$ cat config.mk
export PLATFORM = sky130hd
export DESIGN_NAME = terminal_key_sequence_decoder_flat
export DESIGN_NICKNAME = d
export VERILOG_FILES = /design/src/rtl/tksd_pkg.sv /design/src/rtl/tksd_if.sv /design/src/rtl/tksd_front.sv /design/src/rtl/tksd_queue.sv /design/src/rtl/tksd_back.sv /design/src/rtl/terminal_key_sequence_decoder.sv /design/src/flat_wrapper.sv
export SDC_FILE = /design/constraint.sdc
export NUM_CORES = 1
export LEC_CHECK = 0
export BUFFER_PORTS_ARGS = -buffer_cell sky130_fd_sc_hd__buf_2
export CAP_MARGIN = 20
export CELL_PAD_IN_SITES_DETAIL_PLACEMENT = 0
export CELL_PAD_IN_SITES_GLOBAL_PLACEMENT = 1
export CORE_MARGIN = 2
export CORE_UTILIZATION = 45
export CTS_CLUSTER_SIZE = 30
export DETAILED_ROUTE_END_ITERATION = 16
export PLACE_DENSITY = 0.73
export SLEW_MARGIN = 5
export SYNTH_ARGS = -nofsm -noshare
export SYNTH_HDL_FRONTEND = slang
export SYNTH_HIERARCHICAL = 1
export SYNTH_SLANG_ARGS = --single-unit
$ cat constraint.sdc
create_clock -name clk -period 3 [get_ports clk]
set_input_delay 0.3 -clock clk [delete_from_list [all_inputs] [get_ports clk]]
set_output_delay 0.3 -clock clk [all_outputs]
set_load 0.05 [all_outputs]
$ cat src/rtl/tksd_pkg.sv
`default_nettype none
package tksd_pkg;

  localparam logic [7:0] BYTE_ESC    = 8'd27;
  localparam logic [7:0] BYTE_LBRACK = 8'h5B;
  localparam logic [7:0] BYTE_THREE  = 8'h33;
  localparam logic [7:0] BYTE_TILDE  = 8'h7E;
  localparam logic [7:0] BYTE_SEMI   = 8'h3B;
  localparam logic [7:0] BYTE_ZERO   = 8'h30;
  localparam logic [7:0] BYTE_NINE   = 8'h39;
  localparam logic [7:0] BYTE_D      = 8'h44;
  localparam logic [7:0] BYTE_C      = 8'h43;
  localparam logic [7:0] BYTE_A      = 8'h41;
  localparam logic [7:0] BYTE_B      = 8'h42;
  localparam logic [7:0] BYTE_H      = 8'h48;
  localparam logic [7:0] BYTE_F      = 8'h46;

  localparam int QUEUE_AW = 2;

  typedef enum logic [2:0] {
    KIND_PLAIN  = 3'd0,
    KIND_LEFT   = 3'd1,
    KIND_RIGHT  = 3'd2,
    KIND_UP     = 3'd3,
    KIND_DOWN   = 3'd4,
    KIND_HOME   = 3'd5,
    KIND_END    = 3'd6,
    KIND_DELETE = 3'd7
  } key_kind_t;

  typedef enum logic [2:0] {
    PH_IDLE = 3'd0,
    PH_ESC  = 3'd1,
    PH_CSI  = 3'd2,
    PH_CSI3 = 3'd3,
    PH_EAT  = 3'd4
  } phase_t;

  // two: plain ESC first, then plain key_byte
  typedef struct packed {
    logic      two;
    key_kind_t kind;
    logic [7:0] key_byte;
  } cmd_t;

  function automatic logic is_param(input logic [7:0] b);
    return ((b >= BYTE_ZERO) && (b <= BYTE_NINE)) || (b == BYTE_SEMI);
  endfunction

endpackage
`default_nettype wire

$ cat src/rtl/tksd_if.sv
`default_nettype none
interface tksd_byte_if;
  logic       valid;
  logic       ready;
  logic [7:0] in_byte;

  modport source (output valid, output in_byte, input ready);
  modport sink   (input valid, input in_byte, output ready);
endinterface

interface tksd_key_if;
  logic       valid;
  logic       ready;
  logic [2:0] key_kind;
  logic [7:0] key_byte;
  logic       last;

  modport source (output valid, output key_kind, output key_byte, output last, input ready);
  modport sink   (input valid, input key_kind, input key_byte, input last, output ready);
endinterface
`default_nettype wire

$ cat src/rtl/tksd_front.sv
`default_nettype none
module tksd_front #(
  parameter int MAX_SEQ = 10
) (
  input  wire logic        clk,
  input  wire logic        rst,
  input  wire logic        in_valid,
  input  wire logic [7:0]  in_byte,
  output logic             in_ready,
  input  wire logic        q_full,
  output logic             push,
  output tksd_pkg::cmd_t   cmd
);

  tksd_pkg::phase_t phase, phase_next;
  logic [3:0]       seq_count, seq_count_next;
  logic             take;
  logic             emit;

  assign in_ready = !q_full;
  assign take     = in_valid && in_ready;
  assign push     = take && emit;

  always_ff @(posedge clk) begin
    if (rst) begin
      phase     <= tksd_pkg::PH_IDLE;
      seq_count <= 4'd0;
    end else if (take) begin
      phase     <= phase_next;
      seq_count <= seq_count_next;
    end
  end

  always_comb begin
    phase_next     = phase;
    seq_count_next = seq_count;
    emit           = 1'b0;
    cmd.two        = 1'b0;
    cmd.kind       = tksd_pkg::KIND_PLAIN;
    cmd.key_byte   = in_byte;
    unique case (phase)
      tksd_pkg::PH_ESC: begin
        if (in_byte == tksd_pkg::BYTE_LBRACK) begin
          phase_next     = tksd_pkg::PH_CSI;
          seq_count_next = 4'd2;
        end else begin
          emit    = 1'b1;
          cmd.two = (in_byte != tksd_pkg::BYTE_ESC);
          if (in_byte == tksd_pkg::BYTE_ESC) begin
            phase_next     = tksd_pkg::PH_ESC;
            seq_count_next = 4'd1;
          end else begin
            phase_next     = tksd_pkg::PH_IDLE;
            seq_count_next = 4'd0;
          end
        end
      end
      tksd_pkg::PH_CSI: begin
        phase_next     = tksd_pkg::PH_IDLE;
        seq_count_next = 4'd0;
        cmd.key_byte   = 8'd0;
        case (in_byte)
          tksd_pkg::BYTE_D: begin emit = 1'b1; cmd.kind = tksd_pkg::KIND_LEFT;  end
          tksd_pkg::BYTE_C: begin emit = 1'b1; cmd.kind = tksd_pkg::KIND_RIGHT; end
          tksd_pkg::BYTE_A: begin emit = 1'b1; cmd.kind = tksd_pkg::KIND_UP;    end
          tksd_pkg::BYTE_B: begin emit = 1'b1; cmd.kind = tksd_pkg::KIND_DOWN;  end
          tksd_pkg::BYTE_H: begin emit = 1'b1; cmd.kind = tksd_pkg::KIND_HOME;  end
          tksd_pkg::BYTE_F: begin emit = 1'b1; cmd.kind = tksd_pkg::KIND_END;   end
          tksd_pkg::BYTE_THREE: begin
            phase_next     = tksd_pkg::PH_CSI3;
            seq_count_next = 4'd3;
          end
          default: begin
            if (tksd_pkg::is_param(in_byte)) begin
              phase_next     = tksd_pkg::PH_EAT;
              seq_count_next = 4'd3;
            end
          end
        endcase
      end
      tksd_pkg::PH_CSI3: begin
        phase_next     = tksd_pkg::PH_IDLE;
        seq_count_next = 4'd0;
        cmd.key_byte   = 8'd0;
        if (in_byte == tksd_pkg::BYTE_TILDE) begin
          emit     = 1'b1;
          cmd.kind = tksd_pkg::KIND_DELETE;
        end else if (tksd_pkg::is_param(in_byte)) begin
          phase_next     = tksd_pkg::PH_EAT;
          seq_count_next = 4'd4;
        end
      end
      tksd_pkg::PH_EAT: begin
        if (seq_count >= 4'(MAX_SEQ)) begin
          emit = (in_byte != tksd_pkg::BYTE_ESC);
          if (in_byte == tksd_pkg::BYTE_ESC) begin
            phase_next     = tksd_pkg::PH_ESC;
            seq_count_next = 4'd1;
          end else begin
            phase_next     = tksd_pkg::PH_IDLE;
            seq_count_next = 4'd0;
          end
        end else if (tksd_pkg::is_param(in_byte)) begin
          seq_count_next = seq_count + 4'd1;
        end else begin
          phase_next     = tksd_pkg::PH_IDLE;
          seq_count_next = 4'd0;
        end
      end
      default: begin
        emit = (in_byte != tksd_pkg::BYTE_ESC);
        if (in_byte == tksd_pkg::BYTE_ESC) begin
          phase_next     = tksd_pkg::PH_ESC;
          seq_count_next = 4'd1;
        end else begin
          phase_next     = tksd_pkg::PH_IDLE;
          seq_count_next = 4'd0;
        end
      end
    endcase
  end

endmodule
`default_nettype wire

$ cat src/rtl/tksd_queue.sv
`default_nettype none
module tksd_queue (
  input  wire logic           clk,
  input  wire logic           rst,
  input  wire logic           push,
  input  wire tksd_pkg::cmd_t push_cmd,
  output logic                full,
  input  wire logic           pop,
  output logic                q_valid,
  output tksd_pkg::cmd_t      head
);

  localparam int AW    = tksd_pkg::QUEUE_AW;
  localparam int DEPTH = 1 << AW;

  tksd_pkg::cmd_t entries [DEPTH];
  logic [AW-1:0]  wr_ptr;
  logic [AW-1:0]  rd_ptr;
  logic [AW:0]    count;
  logic           do_push;
  logic           do_pop;

  assign full    = (count == (AW+1)'(DEPTH));
  assign q_valid = (count != '0);
  assign head    = entries[rd_ptr];
  assign do_push = push && !full;
  assign do_pop  = pop && q_valid;

  always_ff @(posedge clk) begin
    if (do_push) begin
      entries[wr_ptr] <= push_cmd;
    end
  end

  always_ff @(posedge clk) begin
    if (rst) begin
      wr_ptr <= '0;
      rd_ptr <= '0;
      count  <= '0;
    end else begin
      if (do_push) begin
        wr_ptr <= wr_ptr + 1'b1;
      end
      if (do_pop) begin
        rd_ptr <= rd_ptr + 1'b1;
      end
      if (do_push && !do_pop) begin
        count <= count + 1'b1;
      end else if (do_pop && !do_push) begin
        count <= count - 1'b1;
      end
    end
  end

endmodule
`default_nettype wire

$ cat src/rtl/tksd_back.sv
`default_nettype none
module tksd_back (
  input  wire logic           clk,
  input  wire logic           rst,
  input  wire logic           q_valid,
  input  wire tksd_pkg::cmd_t head,
  output logic                pop,
  output logic                out_valid,
  input  wire logic           out_ready,
  output logic [2:0]          key_kind,
  output logic [7:0]          key_byte,
  output logic                last
);

  logic half;
  logic load;

  assign load = !out_valid || out_ready;
  assign pop  = load && q_valid && !(head.two && !half);

  always_ff @(posedge clk) begin
    if (rst) begin
      out_valid <= 1'b0;
      half      <= 1'b0;
    end else if (load) begin
      out_valid <= q_valid;
      if (q_valid) begin
        half <= head.two && !half;
      end
    end
  end

  always_ff @(posedge clk) begin
    if (load && q_valid) begin
      if (head.two && !half) begin
        key_kind <= tksd_pkg::KIND_PLAIN;
        key_byte <= tksd_pkg::BYTE_ESC;
        last     <= 1'b0;
      end else begin
        key_kind <= head.kind;
        key_byte <= head.key_byte;
        last     <= 1'b1;
      end
    end
  end

endmodule
`default_nettype wire

$ cat src/rtl/terminal_key_sequence_decoder.sv
// Terminal key sequence decoder.
// rx takes one raw terminal byte per transfer; keys gives decoded keys
// (key_kind, key_byte, last). ESC '[' plus an arrow/home/end letter, or
// ESC '[' '3' '~', gives one key; other CSI sequences are swallowed.
// A stray ESC gives a plain ESC, then the next byte as a plain key unless
// it is ESC, which opens a new sequence; so one byte may give two keys;
// last marks the final key of a byte. Keys pass from the parser through
// the 4-entry queue to the output register. Throughput: one byte per
// cycle while the queue has room; a byte giving two keys holds the output
// stage for both, which the queue absorbs; rx.ready drops only when full.
// When keys is stalled, the output register holds its key and the queue
// fills; the parser keeps taking bytes until the queue is full.
// Reset (rst, synchronous): parser returns to idle, sequence count to
// zero, queue and output stage empty.
// MAX_SEQ: bytes a parameter sequence may take before it is dropped.
`default_nettype none
module terminal_key_sequence_decoder #(
  parameter int MAX_SEQ = 10
) (
  input wire logic   clk,
  input wire logic   rst,
  tksd_byte_if.sink  rx,
  tksd_key_if.source keys
);

  logic           push;
  logic           full;
  logic           pop;
  logic           q_valid;
  tksd_pkg::cmd_t push_cmd;
  tksd_pkg::cmd_t head;

  tksd_front #(.MAX_SEQ(MAX_SEQ)) u_front (
    .clk      (clk),
    .rst      (rst),
    .in_valid (rx.valid),
    .in_byte  (rx.in_byte),
    .in_ready (rx.ready),
    .q_full   (full),
    .push     (push),
    .cmd      (push_cmd)
  );

  tksd_queue u_queue (
    .clk      (clk),
    .rst      (rst),
    .push     (push),
    .push_cmd (push_cmd),
    .full     (full),
    .pop      (pop),
    .q_valid  (q_valid),
    .head     (head)
  );

  tksd_back u_back (
    .clk       (clk),
    .rst       (rst),
    .q_valid   (q_valid),
    .head      (head),
    .pop       (pop),
    .out_valid (keys.valid),
    .out_ready (keys.ready),
    .key_kind  (keys.key_kind),
    .key_byte  (keys.key_byte),
    .last      (keys.last)
  );

endmodule
`default_nettype wire
$ cat src/flat_wrapper.sv
// flat-port wrapper written by rule: the top's interface ports become plain ports
module terminal_key_sequence_decoder_flat 
#(
  parameter int MAX_SEQ = 10
)
  (clk, rst, rx_valid, rx_in_byte, rx_ready, keys_valid, keys_key_kind, keys_key_byte, keys_last, keys_ready);
  tksd_byte_if rx_i ();
  tksd_key_if keys_i ();
  input wire logic clk;
  input wire logic rst;
  input wire logic [$bits(rx_i.valid)-1:0] rx_valid;
  input wire logic [$bits(rx_i.in_byte)-1:0] rx_in_byte;
  output wire logic [$bits(rx_i.ready)-1:0] rx_ready;
  output wire logic [$bits(keys_i.valid)-1:0] keys_valid;
  output wire logic [$bits(keys_i.key_kind)-1:0] keys_key_kind;
  output wire logic [$bits(keys_i.key_byte)-1:0] keys_key_byte;
  output wire logic [$bits(keys_i.last)-1:0] keys_last;
  input wire logic [$bits(keys_i.ready)-1:0] keys_ready;
  assign rx_i.valid = rx_valid;
  assign rx_i.in_byte = rx_in_byte;
  assign rx_ready = rx_i.ready;
  assign keys_valid = keys_i.valid;
  assign keys_key_kind = keys_i.key_kind;
  assign keys_key_byte = keys_i.key_byte;
  assign keys_last = keys_i.last;
  assign keys_i.ready = keys_ready;
  terminal_key_sequence_decoder #(.MAX_SEQ(MAX_SEQ)) u_core (.clk(clk), .rst(rst), .rx(rx_i), .keys(keys_i));
endmodule
; ---- Word level (Yosys, flattened, before mapping)
; Memories as Yosys holds them, arrays and structs flattened. A register that Yosys moved wholly into a read port is not among the register bits.
; Index checks and enable logic that the tools add are counted.
[classes]
muxes = 34
n_eq_ne = 18
n_reduce_logical = 23
order_cmp = 3
add_sub_neg = 5
[op_table]
columns = cell, count
row1 = $eq A8 B7 Y1 const B, 8
row2 = $mux W3, 9
row3 = $pmux W11 S2, 1
row4 = $pmux W3 S6, 1
row5 = $eq A8 B6 Y1 const B, 2
row6 = $pmux W4 S4, 1
row7 = $pmux W3 S4, 1
row8 = $mux W1, 11
row9 = $logic_and A1 B1 Y1, 10
row10 = $mux W2, 5
row11 = $eq A8 B5 Y1 const B, 1
row12 = $ge A8 B6 Y1 const B, 1
row13 = $le A8 B6 Y1 const B, 1
row14 = $mux W4, 2
row15 = $ne A8 B5 Y1 const B, 1
row16 = $eq A3 B2 Y1 const B, 2
row17 = $eq A3 B3 Y1 const B, 2
row18 = $logic_not A1 Y1, 6
row19 = $pmux W3 S2, 1
row20 = $reduce_or A6 Y1, 1
row21 = $add A2 B1 Y2 const B, 2
row22 = $add A4 B1 Y4 const B, 1
row23 = $ge A4 B4 Y1 const B, 1
row24 = $pmux W1 S4, 1
row25 = other kinds (9), 11
[totals]
wordCells = 94
ram_bits = 48
mem_count = 1
reg_bits = 28
[memory_table]
columns = name, depth, width, rd, rd_ports_with_merged_regs, write_ports, line
row1 = u_core.u_queue.entries, 4, 12, 1, 1, 1, tksd_queue.sv:16  ; tksd_pkg::cmd_t entries [DEPTH];

; ---- Logic depth before layout (Yosys ltp)
; Gate-level depths: netlist of the first run.
[depth]
word_depth = 10
depth_mapped = 15
mapped_depth_nobuf = 15

; ---- By module
; Netlist of the first run, hierarchy kept.
[modules_own_cells]
columns = mod, area_each_um2, n_inst, cells_per_inst
row1 = tksd_queue, 2199.6, 1, 110
row2 = tksd_front, 895.9, 1, 124
row3 = tksd_back, 551.8, 1, 35

; ---- Worst setup path after synthesis of the first run
; Ideal clock, no wire load.
[synth_path]
kind = register -> register
from = reg u_core.u_queue.count[0]
to = reg u_core.u_queue.count[2]
arrival_time_ns = 2.662
path_stages_with_launch = 14
slack_ns = 0.267
setup_ns = 0.070
required_ns = 2.930
cell_sequence = dfxtp_1 > nor3b_2 > nand2b_1 > clkbuf_1 > a221oi_1 > o31a_1 > inv_1 > nor2_2 > ha_1 > inv_1 > fa_1 > xor2_1 > or3_1 > a21oi_1
[synth_between]
elab_chain_cells = 8
elab_cells_between_ends = 18
classes_between = add/sub: 2 / eq/ne: 1 / mux: 2 / reduce/logical: 13
[synth_rtl]
columns = element, line
row1 = "start, declared", tksd_queue.sv:19  ; logic [AW:0] count;
row2 = "start signal, assigned", tksd_queue.sv:48  ; count <= count + 1'b1;
row3 = "start signal, assigned", tksd_queue.sv:50  ; count <= count - 1'b1;
row4 = $eq A3 B3 Y1 (*), tksd_queue.sv:23  ; assign full = (count == (AW+1)'(DEPTH));
row5 = named net u_core.full, terminal_key_sequence_decoder.sv:27  ; logic full;
row6 = $logic_not A1 Y1 (*), tksd_front.sv:20  ; assign in_ready = !q_full;
row7 = $logic_and A1 B1 Y1 (*), tksd_front.sv:21  ; assign take = in_valid && in_ready;
row8 = $logic_and A1 B1 Y1 (*), tksd_front.sv:22  ; assign push = take && emit;
row9 = named net u_core.push, terminal_key_sequence_decoder.sv:26  ; logic push;
row10 = $logic_and A1 B1 Y1 (*), tksd_queue.sv:26  ; assign do_push = push && !full;
row11 = named net u_core.u_queue.do_push, tksd_queue.sv:20  ; logic do_push;
row12 = $logic_not A1 Y1, tksd_queue.sv:49  ; end else if (do_pop && !do_push) begin
row13 = $logic_and A1 B1 Y1, tksd_queue.sv:49
row14 = $reduce_bool A2 Y1 (no source line), n/a
; Mark *: on every way through the listed nets, which the timed path passes. The rest lies on a longest branch. The select of a mux whose other input is x is not followed.
; A chain may end at the register's enable or synchronous reset.

; ---- Final worst setup path of the first run
[layout_path]
from = reg u_core.u_front.seq_count[0]
to = reg u_core.u_queue.count[2]
[layout_between]
elab_chain_cells = 8
elab_cells_between_ends = 10
classes_between = order compare: 1 / mux: 3 / reduce/logical: 6
[layout_rtl]
columns = element, line
row1 = "start, declared", tksd_front.sv:16  ; logic [3:0] seq_count, seq_count_next;
row2 = "start signal, assigned", tksd_front.sv:30  ; seq_count <= seq_count_next;
row3 = $ge A4 B4 Y1 (*), tksd_front.sv:94  ; if (seq_count >= 4'(MAX_SEQ)) begin
row4 = $mux W1 (*), tksd_front.sv:94
row5 = $pmux W1 S4 (*), tksd_front.sv:41  ; unique case (phase)
row6 = $logic_and A1 B1 Y1 (*), tksd_front.sv:22
row7 = named net u_core.push, terminal_key_sequence_decoder.sv:26
row8 = $logic_and A1 B1 Y1 (*), tksd_queue.sv:26
row9 = named net u_core.u_queue.do_push, tksd_queue.sv:20
row10 = $logic_not A1 Y1, tksd_queue.sv:49
row11 = $logic_and A1 B1 Y1, tksd_queue.sv:49
row12 = $reduce_bool A2 Y1 (no source line), n/a
; Mark *: on every way through the listed nets, which the timed path passes. The rest lies on a longest branch.

==> impl_metrics.csv, run 1 <==
group,metric,value,unit
outcome,outcome,"finished, final reports clean",
placed_design,dp_hpwl,4620,um
yosys,synth_area_per_cell,13.6,sq um
yosys,synth_edf_count,60,
yosys,synth_area_leaders,"edfxtp_1, dfxtp_1, mux4_2",
clock_network,cts_sinks,78,
yosys,synth_nets,289,
grt,globalRouteOverflowTotal,0,
clock_network,ctsRootBufferMaster,"clkbuf_8",
clock_network,clk_latency,0.34,ns
detailed_routing,vias,2194,
floorplan,ioPinCount,26,
grt,antenna_found_initial,0,
yosys,synth_top_cell_by_area,"edfxtp_1",
final_layout,seqCellArea,2160,sq um
setup_path,critPathKind,"reg -> reg",
detailed_routing,drt_iter0_drc,88,
detailed_routing,first_pass_iters,4,
timing,maxSlewHeadroom,0.571,
setup_path,crit_path_end_kind,"flop",
setup_path,path_buf_inv,3,
yosys,synth_top_area_frac,0.494,
floorplan,coreArea,7810,sq um
floorplan,dieArea,8840,sq um
timing,tightest_slew,0.636,ns
flow_run,drv_cap,0,
setup_path,crit_start,"u_core/u_front/seq_count[0]",
final_layout,nets,328,
final_layout,diodes,0,
floorplan,die_h,94.0,um
setup_path,crit_cells,15,
min_path,hold_class,"in -> reg",
clock_network,hold_buffers,0,
setup_path,reg2regPathDepth,15,
detailed_routing,route.detailed.drc,0,
setup_path,cp_cell_sequence,"inv_1, ha_1, o31ai_1, nand2_1, nand2_1, a221oi_2, o31a_1, inv_1, nor2_2, ha_1, inv_1, fa_1, xor2_1, or3_1, a21oi_1",
setup_path,cp-start-kind,"flop",
timing,slew_violations,0,
setup_path,rrSetupSlack,0.30,ns
placed_design,io_buffers,25,
detailed_routing,ant_nets,0,
setup_path,reg2reg_to,"u_core/u_queue/count[2]",
yosys,synth.yosys.warnings,6,
placed_design,pre_cts_ws,0.0783,ns
grt,first_global_vias,2136,
yosys,synth_cells,269,
timing,finalSetupViolCount,0,
floorplan,start_util,0.467,
clock_network,post_cts_buffers,0,
yosys,synth_top_flop_cell,"edfxtp_1",
timing,period_minus_slack,2.70,ns
final_layout,multi_input_area,1380,sq um
detailed_routing,totalWireLength,6340,um
timing,fin_tns_setup,0,ns
grt,grt_start_max_net_pins,21,
timing,period_share,0.902,
setup_path,path_delay_family,"adder cells",
clock_network,h-tree-depth,3,
grt,track_usage,0.160,
power,irDropWorstVdd,270,uV
timing,max_clock_freq,370,MHz
grt,grt_pass1_wl,10600,um
final_layout,drive_above_1_share,0.281,
placed_design,placed_cell_area,3940,sq um
clock_network,path_clk_slew,0.09,ns
clock_network,tritoncts,"done",
power,power_density,844,nW/um^2
clock_network,cts.repair.resized,0,
timing,finClkSkew,0.0139,ns
final_layout,final_area,4140,sq um
yosys,synth.ff_latch_count,78,
clock_network,cts_buffers,9,
setup_path,crit_path_end,"u_core/u_queue/count[2]",
setup_path,cpMostUsedCell,"inv_1",
floorplan,rows,32,
power,leakagePower,1.45,nW
yosys,ys_async_sr_fraction,0,
detailed_routing,via_per_inst,5.29,
final_layout,stdcell_count,415,
timing,hold_violations,0,
timing,fin_ws,0.295,ns
setup_path,crit_fanout,5,
final_layout,syn_to_final_growth,13.6,%
yosys,syn_area,3650,sq um
final_layout,fill_cells,681,
setup_path,crit_slowest_cell,"fa_1",
setup_path,max_stage_delay,0.37,ns
placed_design,gp_congestion,0.764,
setup_path,worst_ep_arrival_time,2.98,ns
detailed_routing,drt-wirelength-per-cell,15.3,um
clock_network,clk_path_buf_depth,2,
floorplan,die-width,94.0,um
setup_path,cp.required,3.28,ns
yosys,yosysSeqAreaShare,0.593,
placed_design,placed_cells,399,
power,finalPower,0.00350,W
yosys,ys_types,62,
setup_path,r2r_start,"u_core/u_front/seq_count[0]",
## layout by cell type, fill, tap and decap left out, types with 9 or more instances in the layout
cell type   n
and2_1     19
buf_4      16
a21oi_1    12
nor2_1     22
buf_2      25
inv_1       9
mux4_2     12
nand2b_1   10
clkbuf_8    9
nand2_1     9
edfxtp_1   60
dfxtp_1    17
## cells in the mapped netlist, types with 3 or more instances
| library cell | number |
|---|---|
| nand2_1 | 9 |
| o21ai_0 | 3 |
| nor2_1 | 22 |
| o31ai_1 | 4 |
| and2_1 | 19 |
| inv_1 | 9 |
| nand2b_1 | 10 |
| nand4_1 | 3 |
| xor2_1 | 4 |
| dfxtp_1 | 18 |
| buf_2 | 7 |
| ha_1 | 7 |
| mux4_2 | 12 |
| or3_1 | 4 |
| a21oi_1 | 12 |
| a211oi_1 | 3 |
| nand3_1 | 5 |
| edfxtp_1 | 60 |
| o31a_1 | 3 |
| mux2i_1 | 3 |
## state kept, by name (all words and copies together) (netlist names), named ones only
register and count:
u_core/u_queue/entries 48, u_core/u_back/key_byte 8, u_core/u_front/seq_count 4, u_core/u_back/key_kind 3
u_core/u_front/phase 3, u_core/u_queue/count 3, u_core/u_queue/rd_ptr 2, u_core/u_queue/wr_ptr 2
u_core/u_back/half 1, u_core/u_back/last 1, u_core/u_back/out_valid 1
## through the flow
step	hold slack, ns	utilization
floorplan	0.369	-
global placement	0.464	0.505
detailed placement	0.479	0.505
CTS	0.235	0.529
global route	0.245	0.530
finish	0.246	0.530
## cell type report
type	count	area share
Timing Repair Buffer	41	0.0592
Inverter	10	0.00906
Clock inverter	5	0.0142
Multi-Input combinational cell	168	0.333
Tap cell	102	0.0308
Sequential cell	78	0.522
Clock buffer	11	0.0317
## routing by layer
metal | GRT usage | vias to the layer above | share of wire
met5 | 0 | - | 0
met4 | 0.0688 | 0 | 0.012
met3 | 0.0313 | 8 | 0.034
met2 | 0.252 | 38 | 0.48
met1 | 0.217 | 1063 | 0.48
li1 | - | 1085 | -
## worst reg2reg max path: stages, from the launching register on
cell and delay (ns):
dfxtp_1 0.36, inv_1 0.07, ha_1 0.14, o31ai_1 0.11, nand2_1 0.08, nand2_1 0.06, a221oi_2 0.22, o31a_1 0.17
inv_1 0.06, nor2_2 0.12, ha_1 0.19, inv_1 0.06, fa_1 0.37, xor2_1 0.16, or3_1 0.31, a21oi_1 0.15
## cells by family after synthesis
| logic type | synth area share |
|---|---|
| and+or+nand+nor | 0.161 |
| DFF | 0.593 |
| AOI/OAI and AO/OA | 0.0851 |
| buffers and inverters | 0.0312 |
| muxes | 0.0864 |
| adders and majority gates | 0.0295 |
| xor gates and xnor gates | 0.0144 |
## report_power, final
| group | switching (W) | internal [W] |
|---|---|---|
| logic | 0.000764 | 0.000454 |
| clock network | 0.000371 | 0.000387 |
| registers | 0.0000723 | 0.00145 |
## how the worst min path moves through the flow
stage                                 from                     endpoint  cells past startpoint
2_1_floorplan                          rst      u_core/u_back/out_valid                      1
3_3_place_gp   u_core/u_front/seq_count[3]  u_core/u_front/seq_count[3]                      2
3_5_place_dp   u_core/u_front/seq_count[3]  u_core/u_front/seq_count[3]                      2
4_1_cts                         keys_ready      u_core/u_back/out_valid                      3
5_1_grt                         keys_ready      u_core/u_back/out_valid                      3
6_report                        keys_ready      u_core/u_back/out_valid                      3
No activity file was read; power rests on OpenSTA's default activity.
==> inputs of run 2 (changes only) <==
- CELL_PAD_IN_SITES_GLOBAL_PLACEMENT: 1 -> 2
- CORE_UTILIZATION: 45 -> 42
- PLACE_DENSITY: 0.73 -> 0.78
==> impl_metrics.csv, run 2 (synthesis gave the netlist of run 1 again) <==
group,metric,value,unit
final_layout,nets,329,
setup_path,cp-start-kind,"flop",
power,switchingPower,0.00126,W
timing,tightest_slew,0.621,ns
detailed_routing,first_pass_iters,4,
final_layout,layout_commonest_cell,"edfxtp_1",
floorplan,die_h,97.2,um
power,leakagePower,1.45,nW
placed_design,io_buffers,25,
power,p_sw_frac,0.362,
timing,hold_violations,0,
placed_design,gp_congestion,0.755,
final_layout,top_regs,"u_core/u_queue/entries (48), u_core/u_back/key_byte (8), u_core/u_front/seq_count (4)",
final_layout,drive_above_1_share,0.283,
clock_network,cts.repair.resized,0,
grt,grt_start_max_net_pins,21,
final_layout,multi_input_area,1370,sq um
grt,first_global_vias,2191,
clock_network,cts_buffers,9,
clock_network,tritoncts,"done",
detailed_routing,drt-wirelength-per-cell,15.8,um
timing,slew_violations,0,
setup_path,crit_path_end_kind,"flop",
grt,grt_pass1_wl,11300,um
clock_network,post_cts_buffers,0,
timing,period_share,0.934,
power,power_density,842,nW/um^2
final_layout,layout_common_cells,"edfxtp_1, buf_2, nor2_1",
timing,maxSlewHeadroom,0.581,
floorplan,coreArea,8300,sq um
grt,antenna_found_initial,0,
final_layout,diodes,0,
detailed_routing,vias,2202,
placed_design,placed_cells,403,
detailed_routing,route.detailed.drc,0,
min_path,hold_class,"in -> reg",
timing,grt_setup_unrepaired,"no",
outcome,outcome,"finished, final reports clean",
grt,track_usage,0.153,
floorplan,rows,33,
setup_path,crit_fanout,6,
detailed_routing,ant_nets,0,
final_layout,syn_to_final_growth,13.6,%
power,pwr-share-clk,0.210,
setup_path,cp.required,3.29,ns
grt,globalRouteOverflowTotal,0,
final_layout,stdcell_count,419,
final_layout,largest_reg_flops,48,
clock_network,ctsRootBufferMaster,"clkbuf_8",
floorplan,start_util,0.439,
min_path,holdPathStages,3,
floorplan,die-width,97.2,um
detailed_routing,totalWireLength,6630,um
detailed_routing,drt_iter0_drc,74,
timing,period_minus_slack,2.80,ns
clock_network,hold_buffers,0,
timing,finClkSkew,0.0136,ns
flow_run,drv_cap,0,
detailed_routing,via_per_inst,5.26,
setup_path,critPathKind,"reg -> reg",
power,p_seq_frac,0.437,
timing,max_clock_freq,357,MHz
timing,finalSetupViolCount,0,
clock_network,h-tree-depth,3,
clock_network,clk_path_buf_depth,2,
final_layout,seqCellArea,2160,sq um
clock_network,cts_sinks,78,
setup_path,worst_ep_arrival_time,3.09,ns
floorplan,ioPinCount,26,
final_layout,fill_cells,744,
timing,fin_tns_setup,0,ns
power,combPwrFrac,0.353,
floorplan,dieArea,9440,sq um
final_layout,largest-register,"u_core/u_queue/entries",
clock_network,path_clk_slew,0.09,ns
power,p_int,0.00222,W
placed_design,dp_hpwl,4770,um
clock_network,clk_latency,0.35,ns
setup_path,reg2regPathDepth,14,
power,irDropWorstVdd,261,uV
-- run 2: final timing paths --
| path | start | to | slack [ns] |
|---|---|---|---|
| max | u_core/u_front/seq_count[1] | u_core/u_queue/count[2] | 0.20 |
| max reg2reg | u_core/u_front/seq_count[1] | u_core/u_queue/count[2] | 0.20 |
| min | keys_ready | u_core/u_back/out_valid | 0.25 |
| min reg2reg | u_core/u_front/seq_count[3] | u_core/u_front/seq_count[3] | 0.50 |
-- run 2: metrics by stage --
step                      hold WS [ns]  worst slack [ns]  utilization  instance area, sq um  total power (W)
after floorplan                  0.369             0.267            -                  3650          0.00252
after global placement           0.476             0.133        0.477                  3960          0.00278
after detailed placement         0.469            0.0739        0.477                  3960          0.00281
after CTS                        0.228             0.204        0.499                  4140          0.00354
after global routing             0.253           0.00771        0.499                  4140          0.00370
final                            0.245             0.199        0.499                  4140          0.00349
-- run 2: power by group through the flow --
stage / sequential [W] / combinational, W / clock (W)
finish: 0.00152 / 0.00123 / 0.000733
global route: 0.00155 / 0.00134 / 0.000803
CTS: 0.00153 / 0.00126 / 0.000755
detailed placement: 0.00155 / 0.00125 / 0
global placement: 0.00154 / 0.00124 / 0
floorplan: 0.00188 / 0.000641 / 0
-- run 2: cell type report --
class | count | area share
Sequential cell | 78 | 0.522
Multi-Input combinational cell | 168 | 0.331
Clock buffer | 9 | 0.0299
Inverter | 10 | 0.00906
Clock inverter | 7 | 0.0151
Tap cell | 105 | 0.0317
Timing Repair Buffer | 42 | 0.0610
-- run 2: critical path, stage by stage, from the launching register on --
cell and delay [ns]:
dfxtp_1 0.43, ha_1 0.18, o31ai_1 0.11, nand2_1 0.09, nand2_1 0.05, a221oi_1 0.25
o31a_1 0.19, inv_1 0.06, nor2_2 0.12, ha_1 0.20, inv_1 0.06, fa_1 0.37
xor2_1 0.16, or3_1 0.31, a21oi_1 0.14
-- run 2: layer usage --
layer  up-vias  wire length [um]  track usage
met4         0               116       0.0585
met5         -                 0            0
li1       1086                 -            -
met1      1061              3230        0.208
met2        45              3070        0.240
met3        10               210       0.0331
